--- src/rtl/bihc_pkg.sv ---
// Shared types and constants for the boot image header checker.
// Holds the transfer structs, the verdict codes and the slot geometry.
// Used by bihc_track, bihc_verdict and boot_image_header_checker.
package bihc_pkg;

  // Slot geometry.
  localparam int SLOT_BYTES   = 16384;
  localparam int SLOT_WORDS   = SLOT_BYTES / 4;
  localparam int WORD_IDX_W   = $clog2(SLOT_WORDS + 1);
  localparam int STOP_IDX_W   = $clog2(SLOT_WORDS);

  // Header layout: preamble, load command, then the configuration words.
  localparam int CFG_BYTES    = 128;
  localparam int CFG_END_WORD = 2 + CFG_BYTES / 4;

  // Reserved word patterns.
  localparam logic [31:0] PREAMBLE_WORD = 32'hAA55_AA55;
  localparam logic [31:0] LOAD_CKSUM    = 32'h8010_0000;
  localparam logic [31:0] LOAD_NOCKSUM  = 32'h8011_0000;
  localparam logic [31:0] TERM_STOP     = 32'h80FF_0000;
  localparam logic [31:0] TERM_CRCSTOP  = 32'h808F_0000;

  // Output field widths.
  localparam int TERM_OFF_W   = 14;
  localparam int LEN_W        = 15;

  typedef enum logic [1:0] {
    LOAD_BAD    = 2'd0,
    LOAD_WITH   = 2'd1,
    LOAD_NO_SUM = 2'd2
  } load_kind_t;

  typedef enum logic [1:0] {
    CK_NOT_CHECKED = 2'd0,
    CK_PASS        = 2'd1,
    CK_FAIL        = 2'd2,
    CK_SKIPPED     = 2'd3
  } cksum_status_t;

  typedef enum logic [1:0] {
    TERM_NOT_SEARCHED = 2'd0,
    TERM_NONE_FOUND   = 2'd1,
    TERM_IS_STOP      = 2'd2,
    TERM_IS_CRCSTOP   = 2'd3
  } term_kind_t;

  typedef enum logic [1:0] {
    LIVE_NOT_COMPARED = 2'd0,
    LIVE_EQUAL        = 2'd1,
    LIVE_DIFFER       = 2'd2
  } live_match_t;

  // One input transfer.
  typedef struct packed {
    logic [31:0] slot_word;
    logic [31:0] live_word;
    logic        last;
  } in_item_t;

  // One result transfer.
  typedef struct packed {
    logic                  slot_too_short;
    logic                  preamble_ok;
    load_kind_t            load_kind;
    logic                  config_present;
    cksum_status_t         checksum_status;
    logic [31:0]           computed_sum;
    term_kind_t            terminator_kind;
    logic [TERM_OFF_W-1:0] terminator_offset;
    logic [LEN_W-1:0]      image_length;
    logic [LEN_W-1:0]      command_bytes;
    live_match_t           live_match;
    logic                  check_failed;
  } out_item_t;

  // Stream state after the current word has been folded in.
  typedef struct packed {
    logic [WORD_IDX_W-1:0] word_count;
    logic [31:0]           running_sum;
    logic                  preamble_ok;
    load_kind_t            load_code;
    cksum_status_t         checksum_result;
    term_kind_t            stop_kind;
    logic [STOP_IDX_W-1:0] stop_word_index;
    logic                  live_mismatch;
  } track_t;

endpackage

--- src/rtl/bihc_track.sv ---
// Stream state of the boot image header checker: word count, sum,
// header decode, terminator search and live compare flag.
// Depends on bihc_pkg.
module bihc_track
  import bihc_pkg::*;
(
  input  logic     clk,
  input  logic     rst,
  input  logic     advance,
  input  in_item_t item,
  input  logic     live_enable,
  output track_t   view
);

  logic [WORD_IDX_W-1:0] word_index;
  logic [31:0]           running_sum;
  logic                  preamble_seen_ok;
  load_kind_t            load_code;
  cksum_status_t         checksum_result;
  term_kind_t            stop_kind;
  logic [STOP_IDX_W-1:0] stop_word_index;
  logic                  live_mismatch;

  logic [WORD_IDX_W-1:0] idx;
  logic                  in_slot;
  logic [WORD_IDX_W-1:0] scan_first;
  logic [31:0]           w;

  assign idx        = word_index;
  assign w          = item.slot_word;
  assign in_slot    = word_index < WORD_IDX_W'(SLOT_WORDS);
  assign scan_first = (load_code == LOAD_WITH) ? WORD_IDX_W'(CFG_END_WORD + 1)
                                               : WORD_IDX_W'(CFG_END_WORD);

  // Fold the current word into a copy of the stream state.
  always_comb begin
    view.word_count      = word_index;
    view.running_sum     = running_sum;
    view.preamble_ok     = preamble_seen_ok;
    view.load_code       = load_code;
    view.checksum_result = checksum_result;
    view.stop_kind       = stop_kind;
    view.stop_word_index = stop_word_index;
    view.live_mismatch   = live_mismatch;
    if (in_slot) begin
      view.word_count = word_index + WORD_IDX_W'(1);
      if (idx < WORD_IDX_W'(CFG_END_WORD)) begin
        view.running_sum = running_sum + w;
      end
      if (idx == WORD_IDX_W'(0)) begin
        view.preamble_ok = (w == PREAMBLE_WORD);
      end
      if (idx == WORD_IDX_W'(1)) begin
        if (w == LOAD_CKSUM) begin
          view.load_code = LOAD_WITH;
        end else if (w == LOAD_NOCKSUM) begin
          view.load_code = LOAD_NO_SUM;
        end else begin
          view.load_code = LOAD_BAD;
        end
      end
      if (idx >= WORD_IDX_W'(2) && idx < WORD_IDX_W'(CFG_END_WORD) &&
          live_enable && (w != item.live_word)) begin
        view.live_mismatch = 1'b1;
      end
      if (idx == WORD_IDX_W'(CFG_END_WORD) && load_code == LOAD_WITH) begin
        view.checksum_result = (running_sum == w) ? CK_PASS : CK_FAIL;
      end
      if (idx >= scan_first && stop_kind == TERM_NOT_SEARCHED) begin
        if (w == TERM_STOP) begin
          view.stop_kind       = TERM_IS_STOP;
          view.stop_word_index = idx[STOP_IDX_W-1:0];
        end else if (w == TERM_CRCSTOP) begin
          view.stop_kind       = TERM_IS_CRCSTOP;
          view.stop_word_index = idx[STOP_IDX_W-1:0];
        end
      end
    end
  end

  // Commit the folded state, or clear it once the last word has passed.
  always_ff @(posedge clk) begin
    if (rst || (advance && item.last)) begin
      word_index       <= '0;
      running_sum      <= '0;
      preamble_seen_ok <= 1'b0;
      load_code        <= LOAD_BAD;
      checksum_result  <= CK_NOT_CHECKED;
      stop_kind        <= TERM_NOT_SEARCHED;
      stop_word_index  <= '0;
      live_mismatch    <= 1'b0;
    end else if (advance) begin
      word_index       <= view.word_count;
      running_sum      <= view.running_sum;
      preamble_seen_ok <= view.preamble_ok;
      load_code        <= view.load_code;
      checksum_result  <= view.checksum_result;
      stop_kind        <= view.stop_kind;
      stop_word_index  <= view.stop_word_index;
      live_mismatch    <= view.live_mismatch;
    end
  end

endmodule

--- config.mk ---
export PLATFORM = sky130hd
export DESIGN_NAME = bihc_track
export DESIGN_NICKNAME = d
export VERILOG_FILES = /design/src/rtl/bihc_pkg.sv /design/src/rtl/bihc_track.sv
export SDC_FILE = /design/constraint.sdc
export NUM_CORES = 1
export LEC_CHECK = 0
export BUFFER_PORTS_ARGS = -buffer_cell sky130_fd_sc_hd__buf_2
export CAP_MARGIN = 15
export CORE_AREA = 2 2 115 117
export CTS_CLUSTER_SIZE = 20
export DETAILED_ROUTE_END_ITERATION = 6
export DIE_AREA = 0 0 117 119
export PLACE_DENSITY = 0.78
export REMOVE_ABC_BUFFERS = 1
export SLEW_MARGIN = 25
export SYNTH_ARGS = -nofsm -noshare
export SYNTH_HDL_FRONTEND = slang
export SYNTH_SLANG_ARGS = --single-unit
--- constraint.sdc ---
create_clock -name clk -period 6.2 [get_ports clk]
set_clock_uncertainty 0.15 [all_clocks]
set_input_delay 1.86 -clock clk [delete_from_list [all_inputs] [get_ports clk]]
set_output_delay 1.86 -clock clk [all_outputs]
set_load 0.01 [all_outputs]
Word level (Yosys, flattened, before mapping)

Cells that the tools add are included.

Register bits: 65
Output and inout port bits: 65
Word-level logic and storage cells: 46

$add $sub $neg: 2
Magnitude comparators: 4
Equality and inequality tests: 10
Mux-type cells: 13
Reductions and logical operators: 9

Operators by type and width:

| kind                  | count |
|---|---|
| $eq 32x32->1 const B  | 5 |
| $mux 65               | 1 |
| $mux 14               | 3 |
| $add 32x32->32        | 1 |
| $eq 32x32->1          | 1 |
| $mux 32               | 1 |
| $ne 32x32->1          | 1 |
| $add 13x1->13 const B | 1 |
| $eq 13x1->1 const B   | 1 |
| $eq 13x6->1 const B   | 1 |
| $ge 13x2->1 const B   | 1 |
| $ge 13x6->1           | 1 |
| $logic_not 13->1      | 1 |
| $lt 13x13->1 const B  | 1 |
| $lt 13x6->1 const B   | 1 |
| $mux 2                | 5 |
| $logic_and 1x1->1     | 6 |
| $mux 1                | 3 |
| $eq 2x1->1 const B    | 1 |
| $logic_not 2->1       | 1 |
| $logic_or 1x1->1      | 1 |

Depth between registers and ports, before layout

Depth in word-level cells: 6
Mapped depth: 11
Depth with buffers taken out: 10

Worst setup path before layout

Ideal clock, no wire load.

Path type: in2out
Start: input port item[33] (netlist name)
End: output port view[48] (netlist name)
Arrival: 4325 ps
Slack: -135 ps
Stages: 10
Path buffers: 0
Cells stage by stage: ha_1 > fa_1 > a21o_1 > a221oi_2 > o211a_1 > o221ai_4 > a2111oi_2 > o31a_1 > xor2_1 > o21ai_0

RTL lines:

| element     | RTL line         | source |
|---|---|---|
| from (decl) | bihc_track.sv:10 | `input in_item_t item,` |
| to (decl)   | bihc_track.sv:12 | `output track_t view` |

==> out/results.md <==
| Result | Value |
|---|---|
| Final Hold Slack | 0.298 ns |
| Mux contribution to synthesized area | 6.13% |
| Vias in the first global route | 6103 |
| Worst skew pair latency | 0.35 ns |
| Req. time, crit path | 4.19 ns |
| Combinational family with the most area after synthesis | simple AND/OR/NAND/NOR gates |
| Routed wire length | 20.3 mm |
| Clock sink count | 65 |
| Most used flip-flop cell after synthesis | sky130_fd_sc_hd__dfxtp_1 |
| Classification of the worst setup path | input port to output port |
| Post-synthesis compound-gate area fraction | 20.6% |
| Std-Cell Rows | 42 |
| Final net count | 1054 |
| Storage cell area | 1300 um^2 |
| Worst rel slew slack | 39.6% |
| Max Transition Viols Final | 0 |
| Source of the worst register-to-register timing path | idx[0] |
| Number of enable-type register cells in the synthesized netlist | 0 |
| Clock edge transition at the registers on the reported setup and hold paths | 0.06 ns |
| Violations in the final reports | setup timing |
| Start point of the critical path | item[33] |
| Core outline area | 12900 um^2 |
| Least setup slack across all paths after layout | -0.241 ns |
| First-pass GRT wire length | 31.5 mm |
| Number of inserted filler cells in the final layout | 1137 |
| Worst-margin pin slew | 0.903 ns |
| Setup repair after global routing missed its margin | yes |
| Post-synthesis xor/xnor area fraction | 12.4% |
| Number of antenna violations at the first check in global routing | 0 |
| Number of DRC violations after detailed routing | 0 |
| Antenna Cells | 0 |
| Largest buffer count on any clock path | 2 |
| CP Launch Type | input port |
| Pin count of the biggest net entering global routing | 55 |
| Routed len/inst | 18.0 um |
| H-tree Lvls | 3 |
| Area share of and/or/nand/nor cells after synthesis | 24.9% |
| Cts bufs inserted | 9 |
| Die Height | 119 um |
| Endpoint kind of the worst setup timing path | output port |
| Endpoints failing hold | 0 |
| Fraction of registers with async set/reset | 0% |
| Vias per inst | 5.70 |
| Root Buffer | sky130_fd_sc_hd__clkbuf_16 |
| CTS tree | yes |
| Adder-cell area share of the yosys netlist | 8.13% |
| Register-to-Register Path Depth | 11 |
| Netlist area before placement | 5630 um^2 |
| Die ar. | 13900 um^2 |
| Synthesized instance count | 745 |
| FMAX | 0.155 GHz |
| Class of the worst hold path | register to register |
| Effective utilization at floorplan | 43.8% |
| Total power density per cell area | 221 nW/um^2 |
| Mean post-synth cell area | 7.56 um^2 |
| Share of the synthesized area in the top cell type | 23.1% |
| DRC violation total after the first TritonRoute iteration | 599 |
| Antenna Violating Nets Remaining | 0 |
| Endpoint of the lowest-slack register-to-register path | stop_word_index[0] |
| GRT Overall Usage | 29.3% |
| Post-synth top area cell | sky130_fd_sc_hd__dfxtp_1 |
| Total of buffers placed on input and output ports | 133 |
| Synth warn | 0 |
| Final weighted congestion in routability-driven placement | 0.974 |
| Endpoint of the worst setup timing path | view[48] |
| Max capacitance violation total | 0 |
| Static Leakage | 0.00353 uW |
| Area taken by multi-input logic gates | 4280 um^2 |
| Time the final worst path needs with I/O delays and setup | 6.44 ns |
| Post-DP HPWL | 15.4 mm |
| Sequential fraction of the synthesis area | 23.1% |
| Final Cycle Share | 104% |
| Largest fanout on the critical path | 3 |
| Slack of the worst reg-to-reg path | 2.96 ns |
| Count of endpoints failing setup in the final report | 7 |
| Max rail drop VDD | 0.000151 V |
| Number of unique standard cell types used by synthesis | 58 |
| CP Data Arrival Time | 4.43 ns |
| Number of iterations in the first detailed-routing pass | 5 |
| Biggest area contributors in the synthesized netlist | sky130_fd_sc_hd__dfxtp_1 23%, sky130_fd_sc_hd__xnor2_1 9.5%, sky130_fd_sc_hd__ha_1 7.8%, sky130_fd_sc_hd__nand2_1 6.2%, sky130_fd_sc_hd__a21oi_1 4.6% |
| Overflow after GRT | 0 |
| Outcome | finished with violations |
| Number of synthesized register bits | 65 |
| Share of post-route cells with drive strength above 1 | 33.6% |
| Die X-Extent | 117 um |
| Detailed-route via count | 6439 |
| Final sum of negative setup slack | -0.887 ns |
| Num ports | 134 |
| Area overhead of the layout relative to synthesis | 37.0% |
metal layers:
layer | global-route usage, % | share of wire, %
met2 | 47.1 | 47
met1 | 37.8 | 42
met3 | 4.33 | 6.8
met4 | 14.7 | 4.2
met5 | 0 | 0
kinds of logic after synthesis:
family                     Yosys count
AOI/OAI and AO/OA                  177
xor gates and xnor gates            80
adders and majority gates           36
buffers and inverters               64
DFF                                 65
muxes                               32
and+or+nand+nor                    291
timing repair:
action	in CTS	in global routing
endpoints found under the setup margin	15	30
setup buffers	4	11
gates resized for setup	24	23
hold buffers	0	0
pin swaps	15	15
stage by stage:
step / std cells / utilization (%) / total power, uW / cell area, um^2 / setup WS, ns
CTS: 1119 / 58.4 / 1670 / 7520 / -0.243
global placement: 1099 / 54.5 / 1040 / 7020 / -0.394
global route: 1130 / 59.9 / 1780 / 7720 / -0.372
finish: 1130 / 59.9 / 1710 / 7720 / -0.241
floorplan: 697 / - / 783 / 5430 / -0.132
detailed placement: 1099 / 54.5 / 1040 / 7020 / -0.423
critical path, cell delays in order:
cell and delay, ns:
sky130_fd_sc_hd__buf_8 0.10, sky130_fd_sc_hd__ha_4 0.15, sky130_fd_sc_hd__fa_2 0.34, sky130_fd_sc_hd__a21o_1 0.20
sky130_fd_sc_hd__a221oi_2 0.25, sky130_fd_sc_hd__o211a_1 0.31, sky130_fd_sc_hd__o221ai_4 0.16, sky130_fd_sc_hd__a2111oi_4 0.43
sky130_fd_sc_hd__o31a_1 0.23, sky130_fd_sc_hd__xor2_1 0.16, sky130_fd_sc_hd__o21ai_1 0.07, sky130_fd_sc_hd__buf_2 0.16
power breakdown:
| part | leakage, uW | switching [uW] | internal, uW | total, uW |
|---|---|---|---|---|
| clock | 0.000163 | 212 | 395 | 607 |
| combinational | 0.00284 | 343 | 298 | 641 |
| sequential | 0.000530 | 19.8 | 439 | 459 |
layout by cell type (no fill, tap or decap), drive strengths merged, types with 7 or more instances in the layout:
master / n
or4: 7
buf: 241
o211a: 7
o21ai: 52
ha: 35
clkbuf: 10
xor2: 19
xnor2: 61
a21o: 19
and3: 9
inv: 17
mux2: 20
nand3: 30
nand2: 95
nor2: 69
mux2i: 12
nor3: 11
dfxtp: 65
nor4: 17
a21oi: 52
nand4: 28
registers in the layout, indices dropped and copies added, names as in the netlist:
| signal | cells |
|---|---|
| idx | 13 |
| load_code | 2 |
| stop_word_index | 12 |
| checksum_result | 2 |
| live_mismatch | 1 |
| stop_kind | 2 |
| preamble_seen_ok | 1 |
| running_sum | 32 |
cell usage after synthesis, drive strengths merged, types with 2 or more instances:
| library cell | n |
|---|---|
| nand2 | 95 |
| nor2 | 69 |
| dfxtp | 65 |
| xnor2 | 61 |
| a21oi | 52 |
| o21ai | 52 |
| ha | 35 |
| clkbuf | 33 |
| nand3 | 30 |
| nand4 | 28 |
| mux2 | 20 |
| a21o | 19 |
| xor2 | 19 |
| nor4 | 17 |
| inv | 16 |
| buf | 15 |
| mux2i | 12 |
| nor3 | 11 |
| and3 | 9 |
| o211a | 7 |
| or4 | 7 |
| a211oi | 5 |
| nand2b | 5 |
| nor2b | 5 |
| or2 | 5 |
| or3 | 5 |
| a31oi | 4 |
| o211ai | 4 |
| o21a | 4 |
| o21bai | 4 |
| a211o | 3 |
| a221oi | 3 |
| and4 | 3 |
| o31ai | 3 |
| a2111oi | 2 |
| a22o | 2 |
| a32oi | 2 |
| a41oi | 2 |
| o41ai | 2 |
how the worst min path moves through the flow:
| stage | from | to | slack (ns) | cells past startpoint |
|---|---|---|---|---|
| 3_3_place_gp | stop_word_index[8] | stop_word_index[8] | 0.29 | 2 |
| 2_1_floorplan | stop_word_index[7] | stop_word_index[7] | 0.28 | 2 |
| 5_1_grt | stop_word_index[11] | stop_word_index[11] | 0.32 | 2 |
| 4_1_cts | stop_word_index[11] | stop_word_index[11] | 0.30 | 2 |
| 3_5_place_dp | stop_word_index[9] | stop_word_index[9] | 0.29 | 2 |
| 6_report | stop_word_index[7] | stop_word_index[7] | 0.30 | 2 |
layout make-up:
| class | instances | area share (%) |
|---|---|---|
| clock buffers | 10 | 2.97 |
| flip-flops and latches | 65 | 16.9 |
| well taps | 176 | 2.85 |
| inverters | 16 | 0.778 |
| multi-input cells | 616 | 55.5 |
| repair buffers | 241 | 19.5 |
| clock inverters | 6 | 1.49 |
Note: power is estimated with default switching activity, not from simulation.
